==> src/fbpa_pkg.sv <==
`timescale 1ns / 1ps
// ----------------------------------------------------------------------------
// fbpa_pkg
// types, widths and codes shared by the block pool allocator
// ----------------------------------------------------------------------------
package fbpa_pkg;

  // pool capacity and derived widths
  localparam int MAX_BLOCKS = 256;
  localparam int IDX_W      = $clog2(MAX_BLOCKS);
  localparam int LINK_W     = $clog2(MAX_BLOCKS + 1);
  localparam logic [LINK_W-1:0] LINK_END = LINK_W'(MAX_BLOCKS);

  // index divider step counter
  localparam int STEP_W     = $clog2(IDX_W + 1);

  // field widths
  localparam int ADDR_W    = 32;
  localparam int WORDS_W   = 14;
  localparam int BYTES_W   = WORDS_W + 2;
  localparam int CNT_W     = 9;
  localparam int USED_W    = 9;
  localparam int SPAN_W    = CNT_W + BYTES_W;
  localparam int REM_W     = BYTES_W + IDX_W;
  localparam int PROD_W    = IDX_W + BYTES_W;
  localparam int PADDR_W   = 4;
  localparam int PDATA_W   = 32;
  localparam int REG_IDX_W = 2;

  // register indexes
  localparam logic [REG_IDX_W-1:0] REG_ENABLE = 2'd0;
  localparam logic [REG_IDX_W-1:0] REG_BASE   = 2'd1;
  localparam logic [REG_IDX_W-1:0] REG_WORDS  = 2'd2;
  localparam logic [REG_IDX_W-1:0] REG_COUNT  = 2'd3;

  // commands
  localparam logic CMD_GET     = 1'b0;
  localparam logic CMD_RELEASE = 1'b1;

  typedef enum logic [1:0] {
    ST_OK       = 2'd0,
    ST_EMPTY    = 2'd1,
    ST_BAD_POOL = 2'd2,
    ST_BAD_PTR  = 2'd3
  } status_t;

  typedef enum logic [2:0] {
    S_IDLE,
    S_GET,
    S_CHK,
    S_DIV,
    S_PUSH,
    S_MUL,
    S_OUT
  } fsm_t;

  // pool setup as seen by the datapath
  typedef struct packed {
    logic                enabled;
    logic [ADDR_W-1:0]   base;
    logic [BYTES_W-1:0]  bytes;
    logic [CNT_W-1:0]    cnt;
    logic [SPAN_W-1:0]   span;
    logic                rebuild;
  } cfg_t;

  // link memory access
  typedef struct packed {
    logic              rd_en;
    logic [IDX_W-1:0]  rd_idx;
    logic              wr_en;
    logic [IDX_W-1:0]  wr_idx;
    logic [LINK_W-1:0] wr_link;
    logic              clear;
  } link_req_t;

endpackage

==> src/fixed_block_pool_allocator.sv <==
`timescale 1ns / 1ps
// ----------------------------------------------------------------------------
// fixed_block_pool_allocator
// equal-size block pool with a lifo free list held in a link memory
// ----------------------------------------------------------------------------
// usage
//   input channel (in_valid / in_stall): one item is a get or a release;
//   a release carries any byte address inside the block being returned.
//   output channel (out_valid / out_stall): exactly one result item per
//   input item, in order: block address, status, used count, head valid.
//   config port (cfg_*): apb-style, four 32-bit registers at 0x0..0xc,
//   pready always high; each write rebuilds the free list in order and
//   clears the used count; the input is held off in the access cycle and
//   the cycle after it.
// steps from the accept edge to out_valid:
//   get: link memory read and head update, index multiply, output
//   release: pool check, eight-step one-bit-per-cycle index divider, push,
//   index multiply, output; disabled pool or empty list: output only;
//   address outside the pool: pool check, output
// one item is worked on at a time; the next is taken only after the result
// is written to the output register and the block is back in idle.
// reset clears the pool setup to its defaults and rebuilds the list at once.
// while out_stall holds, the finished result waits in the output register
// and the block takes no further result until it leaves.
// ----------------------------------------------------------------------------
module fixed_block_pool_allocator (
  input  logic                         clk,
  input  logic                         rst_n,
  // input items
  input  logic                         in_valid,
  output logic                         in_stall,
  input  logic                         in_command,
  input  logic [31:0]                  in_release_address,
  // result items
  output logic                         out_valid,
  input  logic                         out_stall,
  output logic [31:0]                  out_block_address,
  output logic [1:0]                   out_status,
  output logic [8:0]                   out_used_count,
  output logic                         out_head_valid,
  // configuration
  input  logic                         cfg_psel,
  input  logic                         cfg_penable,
  input  logic                         cfg_pwrite,
  input  logic [fbpa_pkg::PADDR_W-1:0] cfg_paddr,
  input  logic [fbpa_pkg::PDATA_W-1:0] cfg_pwdata,
  output logic [fbpa_pkg::PDATA_W-1:0] cfg_prdata,
  output logic                         cfg_pready
);

  fbpa_pkg::cfg_t      cfg;
  fbpa_pkg::link_req_t link_req;
  fbpa_pkg::fsm_t      state_r;
  fbpa_pkg::fsm_t      state_nxt;
  fbpa_pkg::status_t   status_r;
  fbpa_pkg::status_t   status_acc;

  logic [fbpa_pkg::LINK_W-1:0] head_r;
  logic [fbpa_pkg::USED_W-1:0] used_r;
  logic [fbpa_pkg::IDX_W-1:0]  idx_r;
  logic [fbpa_pkg::ADDR_W-1:0] off_r;
  logic [fbpa_pkg::PROD_W-1:0] prod_r;
  logic                        out_valid_r;
  logic [fbpa_pkg::ADDR_W-1:0] out_block_address_r;
  fbpa_pkg::status_t           out_status_r;
  logic [fbpa_pkg::USED_W-1:0] out_used_count_r;
  logic                        out_head_valid_r;

  logic [fbpa_pkg::LINK_W-1:0] rd_link;
  logic                        rd_written;
  logic [fbpa_pkg::LINK_W-1:0] link_dflt;
  logic [fbpa_pkg::LINK_W-1:0] link_nxt;
  logic                        head_empty;
  logic                        in_pool;
  logic                        in_accept;
  logic                        cfg_wr_now;
  logic                        div_start;
  logic                        div_done;
  logic [fbpa_pkg::IDX_W-1:0]  div_q;
  logic                        out_load;

  // configuration registers
  fbpa_regs u_regs (
    .clk     (clk),
    .rst_n   (rst_n),
    .psel    (cfg_psel),
    .penable (cfg_penable),
    .pwrite  (cfg_pwrite),
    .paddr   (cfg_paddr),
    .pwdata  (cfg_pwdata),
    .prdata  (cfg_prdata),
    .cfg     (cfg)
  );

  // free list links
  fbpa_link_mem u_link_mem (
    .clk        (clk),
    .rst_n      (rst_n),
    .req        (link_req),
    .rd_link    (rd_link),
    .rd_written (rd_written)
  );

  // offset to block index
  fbpa_div u_div (
    .clk      (clk),
    .rst_n    (rst_n),
    .start    (div_start),
    .dividend (off_r[fbpa_pkg::REM_W-1:0]),
    .divisor  (cfg.bytes),
    .done     (div_done),
    .quotient (div_q)
  );

  assign cfg_pready = 1'b1;
  assign cfg_wr_now = cfg_psel & cfg_penable & cfg_pwrite;

  // list status and link fallback for entries not yet written
  always_comb begin
    head_empty = (head_r >= fbpa_pkg::LINK_W'(cfg.cnt));
    in_pool    = (off_r < fbpa_pkg::ADDR_W'(cfg.span));
    link_dflt  = fbpa_pkg::LINK_W'(idx_r) + fbpa_pkg::LINK_W'(1);
    if (link_dflt >= fbpa_pkg::LINK_W'(cfg.cnt)) begin
      link_dflt = fbpa_pkg::LINK_END;
    end
    link_nxt = rd_written ? rd_link : link_dflt;
  end

  // early verdict on an item as it is taken
  always_comb begin
    if (!cfg.enabled) begin
      status_acc = fbpa_pkg::ST_BAD_POOL;
    end else if (in_command == fbpa_pkg::CMD_GET && head_empty) begin
      status_acc = fbpa_pkg::ST_EMPTY;
    end else begin
      status_acc = fbpa_pkg::ST_OK;
    end
  end

  // next state
  always_comb begin
    state_nxt = state_r;
    case (state_r)
      fbpa_pkg::S_IDLE: begin
        if (in_accept) begin
          if (status_acc != fbpa_pkg::ST_OK) begin
            state_nxt = fbpa_pkg::S_OUT;
          end else if (in_command == fbpa_pkg::CMD_GET) begin
            state_nxt = fbpa_pkg::S_GET;
          end else begin
            state_nxt = fbpa_pkg::S_CHK;
          end
        end
      end
      fbpa_pkg::S_GET:  state_nxt = fbpa_pkg::S_MUL;
      fbpa_pkg::S_CHK:  state_nxt = in_pool ? fbpa_pkg::S_DIV : fbpa_pkg::S_OUT;
      fbpa_pkg::S_DIV:  state_nxt = div_done ? fbpa_pkg::S_PUSH : fbpa_pkg::S_DIV;
      fbpa_pkg::S_PUSH: state_nxt = fbpa_pkg::S_MUL;
      fbpa_pkg::S_MUL:  state_nxt = fbpa_pkg::S_OUT;
      fbpa_pkg::S_OUT:  state_nxt = out_load ? fbpa_pkg::S_IDLE : fbpa_pkg::S_OUT;
      default:          state_nxt = fbpa_pkg::S_IDLE;
    endcase
  end

  // state outputs: handshake, memory access, divider start
  always_comb begin
    in_stall  = (state_r != fbpa_pkg::S_IDLE) | cfg.rebuild | cfg_wr_now;
    in_accept = in_valid & ~in_stall;
    out_load  = (state_r == fbpa_pkg::S_OUT) & (~out_valid_r | ~out_stall);
    div_start = (state_r == fbpa_pkg::S_CHK) & in_pool;

    link_req.rd_en   = in_accept & (status_acc == fbpa_pkg::ST_OK) &
                       (in_command == fbpa_pkg::CMD_GET);
    link_req.rd_idx  = head_r[fbpa_pkg::IDX_W-1:0];
    link_req.wr_en   = (state_r == fbpa_pkg::S_PUSH);
    link_req.wr_idx  = idx_r;
    link_req.wr_link = head_r;
    link_req.clear   = cfg.rebuild;
  end

  // control registers: state, list head, used count, output valid
  always_ff @(posedge clk) begin
    if (!rst_n) begin
      state_r     <= fbpa_pkg::S_IDLE;
      head_r      <= '0;
      used_r      <= '0;
      out_valid_r <= 1'b0;
    end else begin
      state_r <= state_nxt;
      if (out_load) begin
        out_valid_r <= 1'b1;
      end else if (out_valid_r && !out_stall) begin
        out_valid_r <= 1'b0;
      end
      if (cfg.rebuild) begin
        head_r <= (cfg.cnt == '0) ? fbpa_pkg::LINK_END : '0;
        used_r <= '0;
      end else begin
        case (state_r)
          fbpa_pkg::S_GET: begin
            head_r <= link_nxt;
            if (used_r < fbpa_pkg::USED_W'(cfg.cnt)) begin
              used_r <= used_r + fbpa_pkg::USED_W'(1);
            end
          end
          fbpa_pkg::S_PUSH: begin
            head_r <= fbpa_pkg::LINK_W'(idx_r);
            if (used_r != '0) begin
              used_r <= used_r - fbpa_pkg::USED_W'(1);
            end
          end
          default: ;
        endcase
      end
    end
  end

  // item payload through the steps
  always_ff @(posedge clk) begin
    if (in_accept) begin
      status_r <= status_acc;
      idx_r    <= head_r[fbpa_pkg::IDX_W-1:0];
      off_r    <= in_release_address - cfg.base;
    end
    case (state_r)
      fbpa_pkg::S_CHK: begin
        if (!in_pool) begin
          status_r <= fbpa_pkg::ST_BAD_PTR;
        end
      end
      fbpa_pkg::S_DIV: begin
        if (div_done) begin
          idx_r <= div_q;
        end
      end
      fbpa_pkg::S_MUL: begin
        prod_r <= fbpa_pkg::PROD_W'(idx_r) * fbpa_pkg::PROD_W'(cfg.bytes);
      end
      fbpa_pkg::S_OUT: begin
        if (out_load) begin
          out_block_address_r <= (status_r == fbpa_pkg::ST_OK) ?
                                 cfg.base + fbpa_pkg::ADDR_W'(prod_r) : '0;
          out_status_r        <= status_r;
          out_used_count_r    <= used_r;
          out_head_valid_r    <= ~head_empty;
        end
      end
      default: ;
    endcase
  end

  assign out_valid         = out_valid_r;
  assign out_block_address = out_block_address_r;
  assign out_status        = out_status_r;
  assign out_used_count    = out_used_count_r;
  assign out_head_valid    = out_head_valid_r;

endmodule

==> src/fbpa_link_mem.sv <==
`timescale 1ns / 1ps
// ----------------------------------------------------------------------------
// fbpa_link_mem
// free list link memory with registered read and per-entry written flags
// ----------------------------------------------------------------------------
module fbpa_link_mem (
  input  logic                        clk,
  input  logic                        rst_n,
  input  fbpa_pkg::link_req_t         req,
  output logic [fbpa_pkg::LINK_W-1:0] rd_link,
  output logic                        rd_written
);

  logic [fbpa_pkg::LINK_W-1:0]   mem_r [fbpa_pkg::MAX_BLOCKS];
  logic [fbpa_pkg::MAX_BLOCKS-1:0] written_r;
  logic [fbpa_pkg::LINK_W-1:0]   rd_link_r;
  logic                          rd_written_r;

  // storage array, no reset
  always_ff @(posedge clk) begin
    if (req.wr_en) begin
      mem_r[req.wr_idx] <= req.wr_link;
    end
    if (req.rd_en) begin
      rd_link_r <= mem_r[req.rd_idx];
    end
  end

  // written flags, an unwritten entry falls back to the rebuilt order
  always_ff @(posedge clk) begin
    if (!rst_n) begin
      written_r    <= '0;
      rd_written_r <= 1'b0;
    end else begin
      if (req.clear) begin
        written_r <= '0;
      end else if (req.wr_en) begin
        written_r[req.wr_idx] <= 1'b1;
      end
      if (req.rd_en) begin
        rd_written_r <= written_r[req.rd_idx];
      end
    end
  end

  assign rd_link    = rd_link_r;
  assign rd_written = rd_written_r;

endmodule

==> src/fbpa_div.sv <==
`timescale 1ns / 1ps
// ----------------------------------------------------------------------------
// fbpa_div
// restoring divider, one quotient bit per cycle, offset to block index
// ----------------------------------------------------------------------------
module fbpa_div (
  input  logic                         clk,
  input  logic                         rst_n,
  input  logic                         start,
  input  logic [fbpa_pkg::REM_W-1:0]   dividend,
  input  logic [fbpa_pkg::BYTES_W-1:0] divisor,
  output logic                         done,
  output logic [fbpa_pkg::IDX_W-1:0]   quotient
);

  logic                          busy_r;
  logic                          done_r;
  logic [fbpa_pkg::STEP_W-1:0]   step_r;
  logic [fbpa_pkg::REM_W-1:0]    rem_r;
  logic [fbpa_pkg::REM_W-1:0]    dsh_r;
  logic [fbpa_pkg::IDX_W-1:0]    quo_r;
  logic [fbpa_pkg::REM_W:0]      trial;

  // trial subtract of the aligned divisor
  assign trial = {1'b0, rem_r} - {1'b0, dsh_r};

  // control
  always_ff @(posedge clk) begin
    if (!rst_n) begin
      busy_r <= 1'b0;
      done_r <= 1'b0;
      step_r <= '0;
    end else begin
      done_r <= 1'b0;
      if (start) begin
        busy_r <= 1'b1;
        step_r <= '0;
      end else if (busy_r) begin
        step_r <= step_r + fbpa_pkg::STEP_W'(1);
        if (step_r == fbpa_pkg::STEP_W'(fbpa_pkg::IDX_W - 1)) begin
          busy_r <= 1'b0;
          done_r <= 1'b1;
        end
      end
    end
  end

  // datapath
  always_ff @(posedge clk) begin
    if (start) begin
      rem_r <= dividend;
      dsh_r <= fbpa_pkg::REM_W'(divisor) << (fbpa_pkg::IDX_W - 1);
      quo_r <= '0;
    end else if (busy_r) begin
      if (!trial[fbpa_pkg::REM_W]) begin
        rem_r <= trial[fbpa_pkg::REM_W-1:0];
      end
      quo_r <= {quo_r[fbpa_pkg::IDX_W-2:0], ~trial[fbpa_pkg::REM_W]};
      dsh_r <= dsh_r >> 1;
    end
  end

  assign done     = done_r;
  assign quotient = quo_r;

endmodule

==> src/fbpa_regs.sv <==
`timescale 1ns / 1ps
// ----------------------------------------------------------------------------
// fbpa_regs
// configuration registers, derived block size and pool span
// ----------------------------------------------------------------------------
module fbpa_regs (
  input  logic                         clk,
  input  logic                         rst_n,
  input  logic                         psel,
  input  logic                         penable,
  input  logic                         pwrite,
  input  logic [fbpa_pkg::PADDR_W-1:0] paddr,
  input  logic [fbpa_pkg::PDATA_W-1:0] pwdata,
  output logic [fbpa_pkg::PDATA_W-1:0] prdata,
  output fbpa_pkg::cfg_t               cfg
);

  logic                          enabled_r;
  logic [fbpa_pkg::ADDR_W-1:0]   base_r;
  logic [fbpa_pkg::WORDS_W-1:0]  words_r;
  logic [fbpa_pkg::CNT_W-1:0]    count_r;
  logic                          rebuild_r;
  logic [fbpa_pkg::SPAN_W-1:0]   span_r;
  logic [fbpa_pkg::SPAN_W-1:0]   span_nxt;
  logic [fbpa_pkg::WORDS_W-1:0]  words_eff;
  logic [fbpa_pkg::BYTES_W-1:0]  bytes;
  logic [fbpa_pkg::CNT_W-1:0]    cnt_eff;
  logic [fbpa_pkg::REG_IDX_W-1:0] reg_idx;
  logic                          wr_fire;

  assign reg_idx = paddr[fbpa_pkg::PADDR_W-1:2];
  assign wr_fire = psel & penable & pwrite;

  // register writes, every write asks for a list rebuild
  always_ff @(posedge clk) begin
    if (!rst_n) begin
      enabled_r <= 1'b0;
      base_r    <= '0;
      words_r   <= fbpa_pkg::WORDS_W'(1);
      count_r   <= fbpa_pkg::CNT_W'(1);
      rebuild_r <= 1'b0;
    end else begin
      rebuild_r <= wr_fire;
      if (wr_fire) begin
        case (reg_idx)
          fbpa_pkg::REG_ENABLE: enabled_r <= pwdata[0];
          fbpa_pkg::REG_BASE:   base_r    <= pwdata;
          fbpa_pkg::REG_WORDS:  words_r   <= pwdata[fbpa_pkg::WORDS_W-1:0];
          fbpa_pkg::REG_COUNT:  count_r   <= pwdata[fbpa_pkg::CNT_W-1:0];
          default: ;
        endcase
      end
    end
  end

  // zero size acts as one word, count clamps to capacity
  always_comb begin
    words_eff = (words_r == '0) ? fbpa_pkg::WORDS_W'(1) : words_r;
    bytes     = {words_eff, 2'b00};
    cnt_eff   = (count_r > fbpa_pkg::CNT_W'(fbpa_pkg::MAX_BLOCKS)) ?
                fbpa_pkg::CNT_W'(fbpa_pkg::MAX_BLOCKS) : count_r;
    span_nxt  = fbpa_pkg::SPAN_W'(cnt_eff) * fbpa_pkg::SPAN_W'(bytes);
  end

  // pool span in bytes, registered from the written setup
  always_ff @(posedge clk) begin
    span_r <= span_nxt;
  end

  // read back
  always_comb begin
    case (reg_idx)
      fbpa_pkg::REG_ENABLE: prdata = fbpa_pkg::PDATA_W'(enabled_r);
      fbpa_pkg::REG_BASE:   prdata = base_r;
      fbpa_pkg::REG_WORDS:  prdata = fbpa_pkg::PDATA_W'(words_r);
      fbpa_pkg::REG_COUNT:  prdata = fbpa_pkg::PDATA_W'(count_r);
      default:              prdata = '0;
    endcase
  end

  assign cfg.enabled = enabled_r;
  assign cfg.base    = base_r;
  assign cfg.bytes   = bytes;
  assign cfg.cnt     = cnt_eff;
  assign cfg.span    = span_r;
  assign cfg.rebuild = rebuild_r;

endmodule

==> config.mk <==
export PLATFORM = sky130hd
export DESIGN_NAME = fixed_block_pool_allocator
export DESIGN_NICKNAME = d
export VERILOG_FILES = /design/src/fbpa_pkg.sv /design/src/fixed_block_pool_allocator.sv /design/src/fbpa_link_mem.sv /design/src/fbpa_div.sv /design/src/fbpa_regs.sv
export SDC_FILE = /design/constraint.sdc
export NUM_CORES = 2
export LEC_CHECK = 0
export BUFFER_PORTS_ARGS = -buffer_cell sky130_fd_sc_hd__clkbuf_2
export CAP_MARGIN = 20
export CORE_MARGIN = 1.5
export CORE_UTILIZATION = 40
export CTS_CLUSTER_DIAMETER = 120
export CTS_CLUSTER_SIZE = 20
export DETAILED_ROUTE_END_ITERATION = 6
export PLACE_DENSITY_LB_ADDON = 0.05
export SETUP_SLACK_MARGIN = 0.3
export SYNTH_ARGS = -nofsm -noshare
export SYNTH_HDL_FRONTEND = slang
export SYNTH_SLANG_ARGS = --single-unit
==> constraint.sdc <==
create_clock -name clk -period 11.25 [get_ports clk]
set_clock_uncertainty 0.15 [all_clocks]
set_input_delay 1.125 -clock clk [delete_from_list [all_inputs] [get_ports clk]]
set_output_delay 1.125 -clock clk [all_outputs]
set_load 0.01 [all_outputs]
==> out/qor_table.md <==
| Group | Parameter | Value |
| --- | --- | --- |
| die | Site Rows | 201 |
| power and ir drop | Gate power share | 27.4% |
| logic synthesis | Cell count after synthesis | 7042 |
| die | Die width | 553.1 microns |
| critical path | Type of destination of the critical path | flop |
| critical path | Most common cell on crit path | fa_1 |
| final layout | Post-layout net count | 7651 |
| route | Pre-antenna DRT Iters | 5 |
| global route | Global-route usage over all layers | 20.34% |
| logic synthesis | Mean area per synthesized cell | 17.19 sq um |
| global route | Number of antenna violations at the first check in global routing | 25 |
| clocking | Total CTS buffers | 167 |
| route | Routed wire length | 312.7 mm |
| clocking | Total number of clock tree sinks | 2841 |
| sta | Setup TNS | 0 ps |
| critical path | CP Max Fanout | 21 |
| logic synthesis | Most frequent cells after synthesis | edfxtp_1, nor2_1, mux4_2 |
| logic synthesis | Post-Synthesis Net Count | 7500 |
| logic synthesis | Dominant register cell in the synthesized netlist | edfxtp_1 |
| sta | Final Critical Period | 6837 ps |
| critical path | Cell class contributing the biggest share of worst-path delay | compound AO/OA/AOI/OAI gates |
| route | Remaining design rule violation count | 0 |
| final layout | Filler instances | 26340 |
| die | Ports | 155 |
| die | Overall die height | 553.1 microns |
| final layout | Core occupancy in the finished layout | 43.94% |
| clocking | CTS hold repair buffers | 0 |
| global route | Global-route wire length before repair | 455.2 mm |
| power and ir drop | NetSw | 8500 uW |
| logic synthesis | Most area-hungry cell type in the Yosys netlist | edfxtp_1 |
| critical path | Crit path launch type | flop |
| critical path | Sum of buffers and inverters on the critical path | 5 |
| global route | Largest net degree at the start of global routing | 212 |
| sta | Number of max-slew violations in the final report | 0 |
| logic synthesis | Area fraction of the dominant cell type after synthesis | 60.76% |
| flow run | Max-capacitance violation count | 0 |
| sta | Slew margin rel. | 4.398% |
| global route | Vias in the first global route | 62650 |
| critical path | Crit Path Category | flop to flop |
| logic synthesis | Number of warning messages in the yosys log | 0 |
| status | Outcome | complete, no violations |
| power and ir drop | Worst vdd ir | 211.6 uV |
| critical path | WP data arrival | 7400 ps |
| power and ir drop | Leakage power summed over all cells | 0.04298 uW |
| clocking | Setup repair bufs after CTS | 0 |
| route | Detailed-route vias per instance | 5.497 |
| critical path | Maximum cell stage delay along the critical path | 610 ps |
| power and ir drop | Portion of total power attributed to the clock network | 24.1% |
| global route | Total global routing overflow | 0 |
| clocking | CTS tree | built |
| place | Weighted congestion reported at the end of routability-driven placement | 0.8013 |
| logic synthesis | Post-synthesis sequential area ratio | 67.25% |
| place | PortBufs | 151 |
| sta | Achievable Freq | 146.3 MHz |
| power and ir drop | Reg power frac | 48.6% |
| clocking | Root buffer selected by CTS | clkbuf_16 |
| min path | Min-Delay Path Class | flop to flop |
| logic synthesis | Library cells used by synthesis | 72 |
| sta | Pin slew with the least headroom to its limit | 1434 ps |
| logic synthesis | Number of synthesized flops with an enable pin | 2449 |
| logic synthesis | Post-synthesis cell area | 0.1210 sq mm |
| route | Detail-routed net length per standard cell | 27.70 microns |
| route | Post-route ant nets | 0 |
| logic synthesis | Number of flip-flops and latches in the synthesized netlist | 2841 |
| clocking | Number of buffers on the longest clock path | 4 |
| critical path | Slack of the worst reg-to-reg path | 4410 ps |
| power and ir drop | Switching part of the total power | 31.53% |
| clocking | Clock slew seen by the registers of the worst setup and hold paths | 90 ps |
| sta | Hold violation total from the final report | 0 |
| sta | Setup repair after global routing missed its margin | false |
| final layout | Area delta synth->final | 9.111% |
| logic synthesis | Async S/R FF share, synth | 0% |
| power and ir drop | Internal power consumption | 18460 uW |
| sta | Share of the clock period used by the worst path | 60.78% |
| die | Area of the die | 0.3059 sq mm |
| die | Area of the core region | 0.3005 sq mm |
| critical path | Cell chain of the critical path | buf_4 > nor4_1 > a41oi_2 > buf_4 > nand2b_1 > fa_1 > fa_1 > inv_1 > fa_1 > inv_1 > fa_1 > inv_1 > ha_1 > o21ai_0 > a21oi_1 > o41ai_1 > o21ai_0 > o41a_1 > a41o_1 > o41ai_1 > xnor2_1 |
| clocking | Depth of the CTS H-tree | 4 |
| route | Vias | 62060 |
| critical path | Critical-path cell with the highest stage delay | nor4_1 |
| logic synthesis | Leading cell types by total area after synthesis | edfxtp_1, mux4_2, dfxtp_1 |
| sta | Setup violators final | 0 |
| clocking | Total of cells resized after clock tree synthesis | 0 |
| logic synthesis | Most frequent cell after synthesis | edfxtp_1 |
| critical path | Crit path required time | 11820 ps |
| power and ir drop | Power per cell area | 204.1 mW/mm^2 |
| place | HPWL after detailed placement | 197.0 mm |
| clocking | Clock latency on the worst-skew pair | 900 ps |
| route | Violation count after the first detailed-routing iteration | 5451 |
| final layout | Share of cells above drive strength 1 | 19.73% |
| die | Effective utilization at floorplan | 40.27% |
path summary, 6_finish.rpt:
path	endpoint	cells after the start	start
max	u_regs.span_r[24]	21	u_regs.words_r[5]
min reg2reg	u_link_mem.written_r[222]	2	u_link_mem.written_r[222]
min	u_link_mem.written_r[222]	2	u_link_mem.written_r[222]
max reg2reg	u_regs.span_r[24]	21	u_regs.words_r[5]
cell usage in the layout, fill, tap and decap left out, drive strengths merged, types with 9 or more instances in the layout:
master  instances
edfxtp       2449
nor2          886
mux4          851
clkbuf        445
dfxtp         392
inv           322
nand2         316
ha            221
buf           195
and2          194
fa            161
a21oi         104
o21ai          98
xnor2          70
a21boi         62
nand3          57
a21o           51
nor2b          44
nor3           41
xor2           37
nand2b         30
o21a           28
mux2i          25
o31ai          22
and3           21
a31oi          19
a211oi         18
or3            16
a22o           15
nor4           14
or2            14
o21bai         12
nand4           9
layout make-up:
| class | instances | area, sq um | area share, % |
|---|---|---|---|
| inverters | 316 | 1186 | 0.8982 |
| clock inverters | 13 | 166.4 | 0.1260 |
| well taps | 3958 | 4952 | 3.750 |
| flip-flops and latches | 2841 | 81420 | 61.66 |
| multi-input cells | 3520 | 37060 | 28.06 |
| diodes | 3 | 7.507 | 0.005685 |
| clock buffers | 293 | 4800 | 3.634 |
| repair buffers | 347 | 2465 | 1.867 |
layer usage:
metal,track usage [%],up-vias,part of all wire (%)
li1,-,27200,-
met1,30.27,33290,46
met2,32.69,1314,48
met3,2.264,255,4.3
met4,3.424,2,1.5
met5,0,-,0.0042
registers in the layout (all words and copies together) (netlist names), 14 cells and up:
| register | flops |
|---|---|
| u_link_mem.written_r | 256 |
| u_link_mem.mem_r | 2304 |
| off_r | 32 |
| u_div.rem_r | 24 |
| out_block_address | 32 |
| u_div.dsh_r | 23 |
| u_regs.words_r | 14 |
| u_regs.span_r | 23 |
| u_regs.base_r | 32 |
| prod_r | 22 |
through the flow:
| step | worst slack (ps) | hold slack (ps) | instances | power, uW | cell area, sq um |
|---|---|---|---|---|---|
| after floorplan | 4121 | 284.8 | 7042 | 17920 | 121000 |
| after global placement | 4371 | 293.0 | 10950 | 20830 | 126800 |
| after detailed placement | 4419 | 302.0 | 10950 | 20940 | 126800 |
| after CTS | 4394 | 278.2 | 11260 | 27390 | 131800 |
| after global routing | 3972 | 322.3 | 11290 | 28020 | 132100 |
| final | 4413 | 318.9 | 11290 | 26960 | 132100 |
power by group through the flow:
stage / Sequential [uW] / Clock [uW] / Combinational (uW)
5_1_grt: 13100 / 7020 / 7850
2_1_floorplan: 13800 / 0 / 4120
3_3_place_gp: 13300 / 0 / 7490
6_report: 13100 / 6480 / 7370
4_1_cts: 13100 / 6690 / 7590
3_5_place_dp: 13400 / 0 / 7580
worst register-to-register path, delay by kind of cell, from the launching register on:
kind                     cells  cell delay, ps
AO/OA/AOI/OAI                8            2450
adder cells (fa/ha/maj)      5            2200
AND/OR/NAND/NOR              2             820
buffers and inverters        5             640
flip-flops                   1             310
XOR/XNOR                     1             130
cell families after synthesis:
| logic type | share of synthesized area (%) |
|---|---|
| AOI/OAI and AO/OA | 2.740 |
| xor gates and xnor gates | 0.7743 |
| adders and majority gates | 4.948 |
| buffers and inverters | 2.245 |
| DFF | 67.25 |
| muxes | 16.06 |
| other | 0.003098 |
| and+or+nand+nor | 5.983 |
Note: power is estimated with default switching activity, not from simulation.
